`src/rtl/cst_pkg.sv`:
```
// Shared constants for the C subset tokenizer: token kind codes, held operator codes,
// keyword table and character class helpers. No dependencies.
package cst_pkg;

    localparam int KIND_BITS = 6;

    localparam logic [KIND_BITS-1:0] K_END     = 6'd0;
    localparam logic [KIND_BITS-1:0] K_IDENT   = 6'd1;
    localparam logic [KIND_BITS-1:0] K_INT     = 6'd2;
    localparam logic [KIND_BITS-1:0] K_REAL    = 6'd3;
    localparam logic [KIND_BITS-1:0] K_KW_BASE = 6'd4;
    localparam logic [KIND_BITS-1:0] K_PLUS    = 6'd14;
    localparam logic [KIND_BITS-1:0] K_MINUS   = 6'd15;
    localparam logic [KIND_BITS-1:0] K_STAR    = 6'd16;
    localparam logic [KIND_BITS-1:0] K_SLASH   = 6'd17;
    localparam logic [KIND_BITS-1:0] K_ASSIGN  = 6'd18;
    localparam logic [KIND_BITS-1:0] K_LT      = 6'd19;
    localparam logic [KIND_BITS-1:0] K_GT      = 6'd20;
    localparam logic [KIND_BITS-1:0] K_NOT     = 6'd21;
    localparam logic [KIND_BITS-1:0] K_LE      = 6'd22;
    localparam logic [KIND_BITS-1:0] K_GE      = 6'd23;
    localparam logic [KIND_BITS-1:0] K_EQ      = 6'd24;
    localparam logic [KIND_BITS-1:0] K_NE      = 6'd25;
    localparam logic [KIND_BITS-1:0] K_ANDAND  = 6'd26;
    localparam logic [KIND_BITS-1:0] K_OROR    = 6'd27;
    localparam logic [KIND_BITS-1:0] K_SEMI    = 6'd28;
    localparam logic [KIND_BITS-1:0] K_COMMA   = 6'd29;
    localparam logic [KIND_BITS-1:0] K_LPAREN  = 6'd30;
    localparam logic [KIND_BITS-1:0] K_RPAREN  = 6'd31;
    localparam logic [KIND_BITS-1:0] K_LBRACE  = 6'd32;
    localparam logic [KIND_BITS-1:0] K_RBRACE  = 6'd33;
    localparam logic [KIND_BITS-1:0] K_LBRACK  = 6'd34;
    localparam logic [KIND_BITS-1:0] K_RBRACK  = 6'd35;
    localparam logic [KIND_BITS-1:0] K_UNKNOWN = 6'd36;

    // Operator start held until the next byte decides between one and two characters
    typedef enum logic [2:0] {
        P_NONE,
        P_LT,
        P_GT,
        P_EQ,
        P_NOT,
        P_AND,
        P_OR,
        P_SLASH
    } pend_t;

    localparam int NUM_KW = 10;

    // int float bool void return if else while true false
    localparam logic [47:0] KW_WORD [NUM_KW] = '{
        48'h696E74, 48'h666C6F6174, 48'h626F6F6C, 48'h766F6964,
        48'h72657475726E, 48'h6966, 48'h656C7365, 48'h7768696C65,
        48'h74727565, 48'h66616C7365
    };
    localparam logic [2:0] KW_LEN [NUM_KW] = '{
        3'd3, 3'd5, 3'd4, 3'd4, 3'd6, 3'd2, 3'd4, 3'd5, 3'd4, 3'd5
    };

    function automatic logic is_alpha(input logic [7:0] c);
        return (c >= "a" && c <= "z") || (c >= "A" && c <= "Z") || c == "_";
    endfunction

    function automatic logic is_digit(input logic [7:0] c);
        return c >= "0" && c <= "9";
    endfunction

    function automatic logic is_space(input logic [7:0] c);
        return c == " " || (c >= 8'd9 && c <= 8'd13);
    endfunction

    // Length 0 stands for any word too long to be a keyword
    function automatic logic [KIND_BITS-1:0] word_kind(input logic [47:0] word,
                                                       input logic [2:0]  len);
        logic [KIND_BITS-1:0] k;
        k = K_IDENT;
        for (int i = 0; i < NUM_KW; i++) begin
            if (len == KW_LEN[i] && word == KW_WORD[i])
                k = K_KW_BASE + KIND_BITS'(i);
        end
        return k;
    endfunction

endpackage

```
`src/rtl/c_subset_tokenizer.sv`:
```
// C subset tokenizer: one source byte per accepted item in, tokens out.
// Tokens that an accepted item causes are registered in the token queue and offered in order.
// Throughput: one item per cycle while the queue has room for two tokens; an item that
// closes one token and reports another pushes both into a four-entry token queue.
// Reset: asynchronous; scanning idle at line 1, column 1, error flag clear, queue empty.
// Depends on cst_pkg, cst_core and cst_outq.
module c_subset_tokenizer
    import cst_pkg::*;
#(
    parameter int LINE_BITS   = 16,
    parameter int COLUMN_BITS = 12,
    parameter int LENGTH_BITS = 8
)(
    input  logic                   clk,
    input  logic                   rst_n,
    input  logic                   in_valid,
    output logic                   in_ready,
    input  logic [7:0]             ch,
    input  logic                   end_of_text,
    output logic                   out_valid,
    input  logic                   out_ready,
    output logic [KIND_BITS-1:0]   kind,
    output logic [LINE_BITS-1:0]   line,
    output logic [COLUMN_BITS-1:0] column,
    output logic [LENGTH_BITS-1:0] length,
    output logic                   error_seen,
    output logic                   last_of_run
);

    localparam int TOK_W = KIND_BITS + LINE_BITS + COLUMN_BITS + LENGTH_BITS + 2;

    logic             fire;
    logic [1:0]       push_n;
    logic [TOK_W-1:0] tok0, tok1, head;

    assign fire = in_valid && in_ready;

    cst_core #(
        .LINE_BITS   (LINE_BITS),
        .COLUMN_BITS (COLUMN_BITS),
        .LENGTH_BITS (LENGTH_BITS),
        .TOK_W       (TOK_W)
    ) u_core (
        .clk         (clk),
        .rst_n       (rst_n),
        .fire        (fire),
        .ch          (ch),
        .end_of_text (end_of_text),
        .push_n      (push_n),
        .tok0        (tok0),
        .tok1        (tok1)
    );

    cst_outq #(
        .TOK_W (TOK_W)
    ) u_outq (
        .clk    (clk),
        .rst_n  (rst_n),
        .push_n (push_n),
        .d0     (tok0),
        .d1     (tok1),
        .pop    (out_ready),
        .room   (in_ready),
        .avail  (out_valid),
        .dout   (head)
    );

    assign {kind, line, column, length, error_seen, last_of_run} = head;

endmodule

```
`src/rtl/cst_core.sv`:
```
// Scanner core of the C subset tokenizer: scan state and the per-byte decode that
// yields up to two tokens for each accepted item. Depends on cst_pkg.
module cst_core
    import cst_pkg::*;
#(
    parameter int LINE_BITS   = 16,
    parameter int COLUMN_BITS = 12,
    parameter int LENGTH_BITS = 8,
    parameter int TOK_W       = KIND_BITS + LINE_BITS + COLUMN_BITS + LENGTH_BITS + 2
)(
    input  logic             clk,
    input  logic             rst_n,
    input  logic             fire,
    input  logic [7:0]       ch,
    input  logic             end_of_text,
    output logic [1:0]       push_n,
    output logic [TOK_W-1:0] tok0,
    output logic [TOK_W-1:0] tok1
);

    typedef struct packed {
        logic [KIND_BITS-1:0]   kind;
        logic [LINE_BITS-1:0]   line;
        logic [COLUMN_BITS-1:0] column;
        logic [LENGTH_BITS-1:0] length;
        logic                   err;
        logic                   last;
    } tok_t;

    typedef enum logic [2:0] {
        M_IDLE,
        M_IDENT,
        M_INT,
        M_DOT,
        M_FRAC,
        M_LINE,
        M_BLOCK,
        M_BSTAR
    } mode_t;

    localparam logic [LENGTH_BITS-1:0] LEN_ONE = LENGTH_BITS'(1);
    localparam logic [LENGTH_BITS-1:0] LEN_TWO = LENGTH_BITS'(2);

    mode_t                  mode_reg, mode_next;
    logic [LINE_BITS-1:0]   line_reg, line_next;
    logic [COLUMN_BITS-1:0] col_reg, col_next;
    logic [COLUMN_BITS-1:0] scol_reg, scol_next;
    logic [LENGTH_BITS-1:0] len_reg, len_next;
    logic [47:0]            word_reg, word_next;
    pend_t                  pend_reg, pend_next;
    logic                   err_reg, err_next;
    logic                   halt_reg, halt_next;

    logic [1:0]             n_emit;
    tok_t                   t0, t1;
    logic                   do_idle;
    logic [KIND_BITS-1:0]   k_v;
    logic [2:0]             wlen;

    function automatic tok_t mk(input logic [KIND_BITS-1:0]   kind,
                                input logic [LINE_BITS-1:0]   line,
                                input logic [COLUMN_BITS-1:0] column,
                                input logic [LENGTH_BITS-1:0] length,
                                input logic                   err);
        tok_t t;
        t.kind   = kind;
        t.line   = line;
        t.column = column;
        t.length = length;
        t.err    = err;
        t.last   = 1'b0;
        return t;
    endfunction

    always_comb
    begin
        mode_next = mode_reg;
        line_next = line_reg;
        col_next  = col_reg;
        scol_next = scol_reg;
        len_next  = len_reg;
        word_next = word_reg;
        pend_next = pend_reg;
        err_next  = err_reg;
        halt_next = halt_reg;
        n_emit    = 2'd0;
        t0        = '0;
        t1        = '0;
        do_idle   = 1'b0;
        k_v       = K_UNKNOWN;
        wlen      = (len_reg < LENGTH_BITS'(7)) ? len_reg[2:0] : 3'd0;

        if (end_of_text) begin
            if (!halt_reg) begin
                if (pend_reg != P_NONE) begin
                    unique case (pend_reg)
                        P_LT:    k_v = K_LT;
                        P_GT:    k_v = K_GT;
                        P_EQ:    k_v = K_ASSIGN;
                        P_NOT:   k_v = K_NOT;
                        P_SLASH: k_v = K_SLASH;
                        default:
                        begin
                            k_v      = K_UNKNOWN;
                            err_next = 1'b1;
                        end
                    endcase
                    t0     = mk(k_v, line_next, scol_next, LEN_ONE, err_next);
                    n_emit = 2'd1;
                end
                unique case (mode_reg)
                    M_IDENT, M_INT, M_FRAC:
                    begin
                        if (mode_reg == M_IDENT)
                            k_v = word_kind(word_reg, wlen);
                        else if (mode_reg == M_INT)
                            k_v = K_INT;
                        else
                            k_v = K_REAL;
                        if (n_emit == 2'd0)
                            t0 = mk(k_v, line_next, scol_next, len_next, err_next);
                        else
                            t1 = mk(k_v, line_next, scol_next, len_next, err_next);
                        n_emit = n_emit + 2'd1;
                    end
                    M_DOT, M_BLOCK, M_BSTAR: err_next = 1'b1;
                    M_IDLE, M_LINE: ;
                endcase
            end
            if (n_emit == 2'd0)
                t0 = mk(K_END, line_next, col_next, '0, err_next);
            else
                t1 = mk(K_END, line_next, col_next, '0, err_next);
            n_emit = n_emit + 2'd1;

            // Back to the reset state for the next text
            mode_next = M_IDLE;
            line_next = LINE_BITS'(1);
            col_next  = COLUMN_BITS'(1);
            scol_next = COLUMN_BITS'(1);
            len_next  = '0;
            word_next = '0;
            pend_next = P_NONE;
            err_next  = 1'b0;
            halt_next = 1'b0;
        end else if (!halt_reg) begin
            if (pend_reg != P_NONE) begin
                k_v = K_UNKNOWN;
                if (ch == "=" && pend_reg == P_LT)
                    k_v = K_LE;
                else if (ch == "=" && pend_reg == P_GT)
                    k_v = K_GE;
                else if (ch == "=" && pend_reg == P_EQ)
                    k_v = K_EQ;
                else if (ch == "=" && pend_reg == P_NOT)
                    k_v = K_NE;
                else if (ch == "&" && pend_reg == P_AND)
                    k_v = K_ANDAND;
                else if (ch == "|" && pend_reg == P_OR)
                    k_v = K_OROR;

                if (k_v != K_UNKNOWN) begin
                    pend_next = P_NONE;
                    t0        = mk(k_v, line_next, scol_next, LEN_TWO, err_next);
                    n_emit    = 2'd1;
                    if (col_next != '1)
                        col_next = col_next + COLUMN_BITS'(1);
                end else if (pend_reg == P_SLASH && (ch == "/" || ch == "*")) begin
                    pend_next = P_NONE;
                    mode_next = (ch == "/") ? M_LINE : M_BLOCK;
                    if (col_next != '1)
                        col_next = col_next + COLUMN_BITS'(1);
                end else begin
                    // Lone operator start: report it, then treat the byte from idle
                    unique case (pend_reg)
                        P_LT:    k_v = K_LT;
                        P_GT:    k_v = K_GT;
                        P_EQ:    k_v = K_ASSIGN;
                        P_NOT:   k_v = K_NOT;
                        P_SLASH: k_v = K_SLASH;
                        default:
                        begin
                            k_v      = K_UNKNOWN;
                            err_next = 1'b1;
                        end
                    endcase
                    pend_next = P_NONE;
                    t0        = mk(k_v, line_next, scol_next, LEN_ONE, err_next);
                    n_emit    = 2'd1;
                    do_idle   = 1'b1;
                end
            end else begin
                unique case (mode_reg)
                    M_IDENT:
                    begin
                        if (is_alpha(ch) || is_digit(ch)) begin
                            if (len_reg < LENGTH_BITS'(6))
                                word_next = {word_reg[39:0], ch};
                            if (len_next != '1)
                                len_next = len_next + LEN_ONE;
                            if (col_next != '1)
                                col_next = col_next + COLUMN_BITS'(1);
                        end else begin
                            t0 = mk(word_kind(word_reg, wlen), line_next, scol_next,
                                    len_next, err_next);
                            n_emit    = 2'd1;
                            mode_next = M_IDLE;
                            do_idle   = 1'b1;
                        end
                    end
                    M_INT, M_FRAC:
                    begin
                        if (is_digit(ch) || (mode_reg == M_INT && ch == ".")) begin
                            if (len_next != '1)
                                len_next = len_next + LEN_ONE;
                            if (col_next != '1)
                                col_next = col_next + COLUMN_BITS'(1);
                            if (ch == ".")
                                mode_next = M_DOT;
                        end else begin
                            t0 = mk((mode_reg == M_INT) ? K_INT : K_REAL, line_next,
                                    scol_next, len_next, err_next);
                            n_emit    = 2'd1;
                            mode_next = M_IDLE;
                            do_idle   = 1'b1;
                        end
                    end
                    M_DOT:
                    begin
                        if (is_digit(ch)) begin
                            if (len_next != '1)
                                len_next = len_next + LEN_ONE;
                            if (col_next != '1)
                                col_next = col_next + COLUMN_BITS'(1);
                            mode_next = M_FRAC;
                        end else begin
                            // Malformed real: ignore the rest of the text
                            err_next  = 1'b1;
                            halt_next = 1'b1;
                            mode_next = M_IDLE;
                        end
                    end
                    M_LINE:
                    begin
                        if (ch == "\n") begin
                            mode_next = M_IDLE;
                            if (line_next != '1)
                                line_next = line_next + LINE_BITS'(1);
                            col_next = COLUMN_BITS'(1);
                        end else if (col_next != '1) begin
                            col_next = col_next + COLUMN_BITS'(1);
                        end
                    end
                    M_BLOCK, M_BSTAR:
                    begin
                        if (ch == "\n") begin
                            mode_next = M_BLOCK;
                            if (line_next != '1)
                                line_next = line_next + LINE_BITS'(1);
                            col_next = COLUMN_BITS'(1);
                        end else begin
                            if (ch == "*")
                                mode_next = M_BSTAR;
                            else if (mode_reg == M_BSTAR && ch == "/")
                                mode_next = M_IDLE;
                            else
                                mode_next = M_BLOCK;
                            if (col_next != '1)
                                col_next = col_next + COLUMN_BITS'(1);
                        end
                    end
                    M_IDLE: do_idle = 1'b1;
                endcase
            end

            if (do_idle) begin
                if (is_space(ch)) begin
                    if (ch == "\n") begin
                        if (line_next != '1)
                            line_next = line_next + LINE_BITS'(1);
                        col_next = COLUMN_BITS'(1);
                    end else if (col_next != '1) begin
                        col_next = col_next + COLUMN_BITS'(1);
                    end
                end else if (is_alpha(ch) || is_digit(ch)) begin
                    mode_next = is_alpha(ch) ? M_IDENT : M_INT;
                    scol_next = col_next;
                    len_next  = LEN_ONE;
                    if (is_alpha(ch))
                        word_next = {40'b0, ch};
                    if (col_next != '1)
                        col_next = col_next + COLUMN_BITS'(1);
                end else begin
                    pend_next = P_NONE;
                    k_v       = K_UNKNOWN;
                    unique case (ch)
                        "<":      pend_next = P_LT;
                        ">":      pend_next = P_GT;
                        "=":      pend_next = P_EQ;
                        "!":      pend_next = P_NOT;
                        "&":      pend_next = P_AND;
                        "|":      pend_next = P_OR;
                        "/":      pend_next = P_SLASH;
                        "+":      k_v = K_PLUS;
                        "-":      k_v = K_MINUS;
                        "*":      k_v = K_STAR;
                        ";":      k_v = K_SEMI;
                        ",", ":": k_v = K_COMMA;
                        "(":      k_v = K_LPAREN;
                        ")":      k_v = K_RPAREN;
                        "{":      k_v = K_LBRACE;
                        "}":      k_v = K_RBRACE;
                        "[":      k_v = K_LBRACK;
                        "]":      k_v = K_RBRACK;
                        default:  err_next = 1'b1;
                    endcase
                    if (pend_next != P_NONE) begin
                        scol_next = col_next;
                    end else begin
                        if (n_emit == 2'd0)
                            t0 = mk(k_v, line_next, col_next, LEN_ONE, err_next);
                        else
                            t1 = mk(k_v, line_next, col_next, LEN_ONE, err_next);
                        n_emit = n_emit + 2'd1;
                    end
                    if (col_next != '1)
                        col_next = col_next + COLUMN_BITS'(1);
                end
            end
        end

        if (n_emit == 2'd1)
            t0.last = 1'b1;
        if (n_emit == 2'd2)
            t1.last = 1'b1;
    end

    assign push_n = fire ? n_emit : 2'd0;
    assign tok0   = t0;
    assign tok1   = t1;

    always_ff @(posedge clk or negedge rst_n)
    begin
        if (!rst_n) begin
            mode_reg <= M_IDLE;
            line_reg <= LINE_BITS'(1);
            col_reg  <= COLUMN_BITS'(1);
            scol_reg <= COLUMN_BITS'(1);
            len_reg  <= '0;
            word_reg <= '0;
            pend_reg <= P_NONE;
            err_reg  <= 1'b0;
            halt_reg <= 1'b0;
        end else if (fire) begin
            mode_reg <= mode_next;
            line_reg <= line_next;
            col_reg  <= col_next;
            scol_reg <= scol_next;
            len_reg  <= len_next;
            word_reg <= word_next;
            pend_reg <= pend_next;
            err_reg  <= err_next;
            halt_reg <= halt_next;
        end
    end

endmodule

```
`src/rtl/cst_outq.sv`:
```
// Four-entry token queue of the C subset tokenizer: takes up to two tokens per cycle,
// hands out one. No package dependencies.
module cst_outq #(
    parameter int TOK_W = 46
)(
    input  logic             clk,
    input  logic             rst_n,
    input  logic [1:0]       push_n,
    input  logic [TOK_W-1:0] d0,
    input  logic [TOK_W-1:0] d1,
    input  logic             pop,
    output logic             room,
    output logic             avail,
    output logic [TOK_W-1:0] dout
);

    localparam int DEPTH = 4;
    localparam int PTR_W = $clog2(DEPTH);

    logic [TOK_W-1:0] mem [DEPTH];
    logic [PTR_W-1:0] wr_reg, rd_reg;
    logic [PTR_W:0]   count_reg, count_next;
    logic             pop_ok;

    assign avail  = count_reg != '0;
    assign room   = count_reg <= (PTR_W+1)'(DEPTH - 2);
    assign dout   = mem[rd_reg];
    assign pop_ok = pop && avail;
    assign count_next = count_reg + (PTR_W+1)'(push_n) - (PTR_W+1)'(pop_ok);

    always_ff @(posedge clk)
    begin
        if (push_n != 2'd0)
            mem[wr_reg] <= d0;
        if (push_n == 2'd2)
            mem[wr_reg + PTR_W'(1)] <= d1;
    end

    always_ff @(posedge clk or negedge rst_n)
    begin
        if (!rst_n) begin
            wr_reg    <= '0;
            rd_reg    <= '0;
            count_reg <= '0;
        end else begin
            wr_reg    <= wr_reg + PTR_W'(push_n);
            if (pop_ok)
                rd_reg <= rd_reg + PTR_W'(1);
            count_reg <= count_next;
        end
    end

endmodule

```
`config.mk`:
```
export PLATFORM = sky130hd
export DESIGN_NAME = c_subset_tokenizer
export DESIGN_NICKNAME = d
export VERILOG_FILES = /design/src/rtl/cst_pkg.sv /design/src/rtl/c_subset_tokenizer.sv /design/src/rtl/cst_core.sv /design/src/rtl/cst_outq.sv
export SDC_FILE = /design/constraint.sdc
export NUM_CORES = 1
export LEC_CHECK = 0
export BUFFER_PORTS_ARGS = -buffer_cell sky130_fd_sc_hd__buf_2
export CAP_MARGIN = 0
export CORE_ASPECT_RATIO = 1.5
export CORE_MARGIN = 8
export CORE_UTILIZATION = 45
export DETAILED_ROUTE_END_ITERATION = 16
export HOLD_SLACK_MARGIN = 0.06
export PLACE_DENSITY = 0.68
export SKIP_LAST_GASP = 1
export SLEW_MARGIN = 10
export SYNTH_ARGS = -nofsm -noshare
export SYNTH_HDL_FRONTEND = slang
export SYNTH_SLANG_ARGS = --single-unit
```
`constraint.sdc`:
```
create_clock -name clk -period 6.7 [get_ports clk]
set_input_delay 0.335 -clock clk [delete_from_list [all_inputs] [get_ports clk]]
set_output_delay 0.335 -clock clk [all_outputs]
set_load 0.02 [all_outputs]
```
---- After elaboration in Yosys (flattened, before gate mapping) ----
Memory sizes are Yosys's and may differ from the RTL's.
Cells that the tools add are included.
word-level totals
  register bits ........................... 111
  bits in latches ......................... 0
  RAM bits ................................ 176
  bits in read-only memories .............. 0
  input bits .............................. 13
  output and inout port bits .............. 46
  logic and storage cells ................. 346
  memories kept ........................... 1
memories
  name        words  bits a word  read ports  clocked after memory_dff  wr ports  RTL line        source
  u_outq.mem  4      44           1           0                         2         cst_outq.sv:20  logic [TOK_W-1:0] mem [DEPTH];
cells by class
  add/sub/neg operators ................... 13
  multiply operators ...................... 0
  div/mod/pow operators ................... 0
  $lt $le $gt $ge ......................... 11
  eq/ne operators ......................... 63
  shift operators ......................... 0
  multiplexer cells ....................... 195
  bitwise logic cells ..................... 0
  reductions and logical operators ........ 51
operators by type and width
  operator                                                                  number
  44-bit 2-to-1 mux                                                         28
  48-bit 2-to-1 mux                                                         10
  12-bit 2-to-1 mux                                                         22
  48-bit by 31-bit equality test with 1-bit output (second input constant)  4
  16-bit 2-to-1 mux                                                         12
  48-bit by 39-bit equality test with 1-bit output (second input constant)  3
  8-bit by 6-bit equality test with 1-bit output (second input constant)    16
  6-bit 2-to-1 mux                                                          17
  3-bit 2-to-1 mux                                                          31
  44-bit one-hot mux with 2 select lines                                    1
  8-bit 2-to-1 mux                                                          10
  6-bit one-hot mux with 11 select lines                                    1
  48-bit by 15-bit equality test with 1-bit output (second input constant)  1
  48-bit by 23-bit equality test with 1-bit output (second input constant)  1
  48-bit by 47-bit equality test with 1-bit output (second input constant)  1
  8-bit by 7-bit equality test with 1-bit output (second input constant)    6
  12-bit one-hot mux with 4 select lines                                    1
  1-bit 2-to-1 mux                                                          38
  2-bit 2-to-1 mux                                                          18
  3-bit equality test (second input constant)                               11
  16-bit by 1-bit adder with 16-bit output (second input constant)          2
  16-bit inequality test (second input constant)                            2
  6-bit one-hot mux with 5 select lines                                     1
  1-bit logical AND                                                         25
  other kinds (39)                                                          71

---- Logic depth before layout (Yosys ltp) ----
  depth after elaboration ................. 30
  mapped depth ............................ 22
  gate-level depth less buffers ........... 16

---- Cells and area by module ----
A second synthesis with hierarchy kept.
second synthesis, totals
  cell total of the unflattened synthesis .. 1,742
  area total of the unflattened synthesis .. 18,564.1 um2
modules (own cells, without submodules)
  module              instances  cells an instance  area an instance (um2)  seq. area each (um2)
  cst_core            1          1,276              9,613.0                 2,606.2
  cst_outq            1          465                8,944.8                 5,460.2
  c_subset_tokenizer  1          1                  6.3                     0.0

---- Least setup slack after synthesis ----
Ideal clock, no wire load.
  path type ............................... input to register
  start point ............................. input port ch[1]
  end point ............................... memory u_outq.mem[0][0] in the netlist's numbering, enable pin
  library setup time ...................... 0.511 ns
  data arrival time ....................... 6.260 ns
  required time ........................... 6.189 ns
  path slack .............................. -0.071 ns
  stages on the path ...................... 16
  buffers on the path ..................... 3
  cell sequence ........................... clkbuf_1 -> or4_1 -> a21oi_1 -> o31ai_1 -> nand2_1 -> o21ai_1 -> inv_1 -> clkbuf_1 -> buf_1 -> ha_1 -> nand2_1 -> nor2_1 -> a22oi_1 -> nor2_1 -> nor2_1 -> o31ai_1
RTL lines
  what             RTL line                  source
  start, declared  c_subset_tokenizer.sv:18  input logic [7:0] ch,
  end, declared    cst_outq.sv:20

==> flow_metrics.tcl <==
set metrics [dict create \
    rr_startpoint "u_core.mode_reg[0]$_DFFE_PN0P_" \
    min_period_over_period_pct 82.67 \
    grt_pass1_vias 15320 \
    syn_area_per_cell_um2 9.763 \
    cts.sinks 287 \
    final_util_pct 49.34 \
    layout.nets 1866 \
    finalSetupTns_ps 0 \
    die_w_um 179.9 \
    max-clock-path-buffers 3 \
    yosysUniqueCellTypes 113 \
    avgRoutedWirePerCell_um 24.06 \
    root_buffer "clkbuf_16" \
    synth_fp_nets 1883 \
    yosysTopAreaCell "edfxtp_1" \
    hp-class "in2reg" \
    reg2reg_depth 16 \
    htree_levels 1 \
    ys_warn_count 0 \
    antenna_found_initial 0 \
    finalHoldViolations 0 \
    rows 90 \
    worst_r2r_endpoint "u_outq.mem[3][27]$_DFFE_PP_" \
    vias 15450 \
    final-setup-viol-count 0 \
    start_util_pct 45.35 \
    drive_above_1_share_pct 13.64 \
    ant_nets 0 \
    worst_pin_slew_ps 1146 \
    post-dp-hpwl_um 40310 \
    p_comb_share_pct 38.8 \
    antenna_cells 0 \
    largest_register_ffs 176 \
    synth_edf_count 176 \
    crit_fanout 28 \
    io_pins 59 \
    fill_cells 3641 \
    fp.coreArea_um2 39980 \
    port-buffer-count 58 \
    place_area_um2 18770 \
    synth_seq_cells 287 \
    final_area_um2 19720 \
    pwr-share-clk_pct 25.3 \
    relSlewSlack_pct 22.93 \
    cts-resized-gates 0 \
    sequentialPowerShare_pct 35.9 \
    place_ws_ps 1249 \
    dr.pass1.iters 8 \
    skew_ps 36.45 \
    syn_inst 1857 \
    end_kind "flop" \
    crit_start "u_core.mode_reg[0]$_DFFE_PN0P_" \
    die_h_um 261.8 \
    p_int_mw 3.944 \
    synth.top_cell.area_share_pct 29.15 \
    clkLatencyLatePin_ps 580 \
    via_per_inst 6.523 \
    drtIter0Drc 1581 \
    min_period_ps 5539 \
    synth.most_common_cell "nor2_1" \
    outcome "finished, final reports clean" \
    power_density_nw_per_um2 328.1 \
    gr-total-overflow 0 \
    criticalPathCategory "reg2reg" \
    drc 0 \
    final.setup.worst_slack_ps 1161 \
    total_power_mw 6.471 \
    dieArea_um2 47100 \
    p_sw_share_pct 39.05 \
    critPathRequiredTime_ps 6930 \
    groute.usage.overall_pct 23.86 \
    grt_max_degree 68 \
    netlist_area_um2 18130 \
    worstPathArrival_ps 5770 \
    maxCapViolCount 0 \
    gp_congestion 0.9461 \
    ys.flop_type "edfxtp_1" \
    peakVddDrop_mv 0.2170 \
    cts_tree "done" \
    ys_seq_area_share_pct 44.49 \
    max_freq_ghz 0.1805 \
    ys_top_cells_by_area "edfxtp_1 29%, dfrtp_1 15%, mux4_2 5.5%" \
    clk_pin_slew_ps 70 \
    synthArstFlopShare_pct 38.68 \
    drv_slew 0 \
    leakage_nw 6.897 \
    cts_setup_buffers 0 \
    drt_wl_total_um 56960 \
    rrSetupSlack_ps 1160 \
    endpoint "u_outq.mem[3][27]$_DFFE_PP_" \
    cts_buffers 28 \
    grt_pass1_wl_um 89250 \
    worstSetupStartpointType "flop" \
    netlist_top_cells_count "217 x nor2_1, 185 x a21oi_1, 176 x edfxtp_1, 145 x nand2_1, 108 x dfrtp_1" \
    switching_power_mw 2.527 \
    grt_setup_unrepaired "no" \
    syn2layout_area_growth_pct 8.786 \
]
## worst min-delay path by stage
stage	from	to	cells past startpoint
final	out_ready	u_outq.rd_reg[0]$_DFFE_PN0P_	3
after global placement	rst_n	u_core.word_reg[31]$_DFFE_PN0P_	1
after CTS	out_ready	u_outq.rd_reg[0]$_DFFE_PN0P_	3
after global routing	out_ready	u_outq.rd_reg[0]$_DFFE_PN0P_	3
after floorplan	rst_n	u_core.col_reg[10]$_DFFE_PN0P_	0
after detailed placement	rst_n	u_core.word_reg[30]$_DFFE_PN0P_	1
## layout make-up
cell class                      count  area (um2)  area share, %
Clock buffer                       38       758.2          3.844
Clock inverter                     14       182.7         0.9262
Inverter                           32       120.1         0.6090
Multi-Input combinational cell   1394        9371          47.52
Sequential cell                   287        8069          40.91
Tap cell                          506       633.1          3.210
Timing Repair Buffer               97       588.1          2.982
## routing by layer
layer,share of wire [%],up-vias,track usage [%]
li1,-,7081,-
met1,38,7555,27.56
met2,52,648,43.99
met3,5.7,163,2.643
met4,4.4,0,11.03
met5,0,-,0
## critical path, cell delays in order (launching register included)
cell	delay, ps
dfrtp_1	700
nor3b_2	570
a21boi_0	270
o31ai_1	210
nand2_1	150
o21ai_1	70
buf_4	200
inv_1	460
ha_1	250
nand2_1	50
nor2_1	130
a22oi_1	100
nor2_1	280
and2_1	310
a21oi_1	150
nor2b_4	830
buf_4	420
## logic make-up after synthesis
kind of cell               count (synthesis)  synth area share [%]
and+or+nand+nor                          706                 20.59
AOI/OAI and AO/OA                        565                 20.81
DFF                                      287                 44.49
buffers and inverters                    176                 4.210
muxes                                     77                 7.364
xor gates and xnor gates                  33                 1.594
adders and majority gates                 13                0.9386
## metrics by stage
step	hold WS [ps]	cells
after detailed placement	385.6	2315
after global placement	388.7	2315
after global routing	143.7	2368
after CTS	104.0	2368
final	120.3	2368
after floorplan	39.41	1857
## power groups by stage
stage | clock, mW | combinational [mW] | sequential [mW]
after global routing | 1.72 | 2.70 | 2.34
after CTS | 1.67 | 2.52 | 2.32
final | 1.64 | 2.51 | 2.32
after detailed placement | 0 | 2.51 | 2.35
after global placement | 0 | 2.50 | 2.34
after floorplan | 0 | 1.74 | 2.25
## timing repair
| action | 4_1_cts | 5_1_grt |
|---|---|---|
| endpoints found under the setup margin | 0 | 0 |
| endpoints found under the hold margin | 44 | 0 |
| hold buffers | 1 | 0 |
## layout by cell type (no fill, tap or decap), drive strengths merged, types with 24 or more instances in the layout
master,synthesis,layout
and2,26,26
nand3,53,53
buf,55,96
edfxtp,176,176
nor3,38,38
nor2b,28,28
clkbuf,89,38
nand2,146,146
nor4,24,24
a21oi,188,188
mux2i,32,32
inv,32,32
nor2,219,219
a22o,63,63
mux4,44,44
nand4,34,34
o21ai,120,120
dfrtp,108,108
Note: power is estimated with default switching activity, not from simulation.
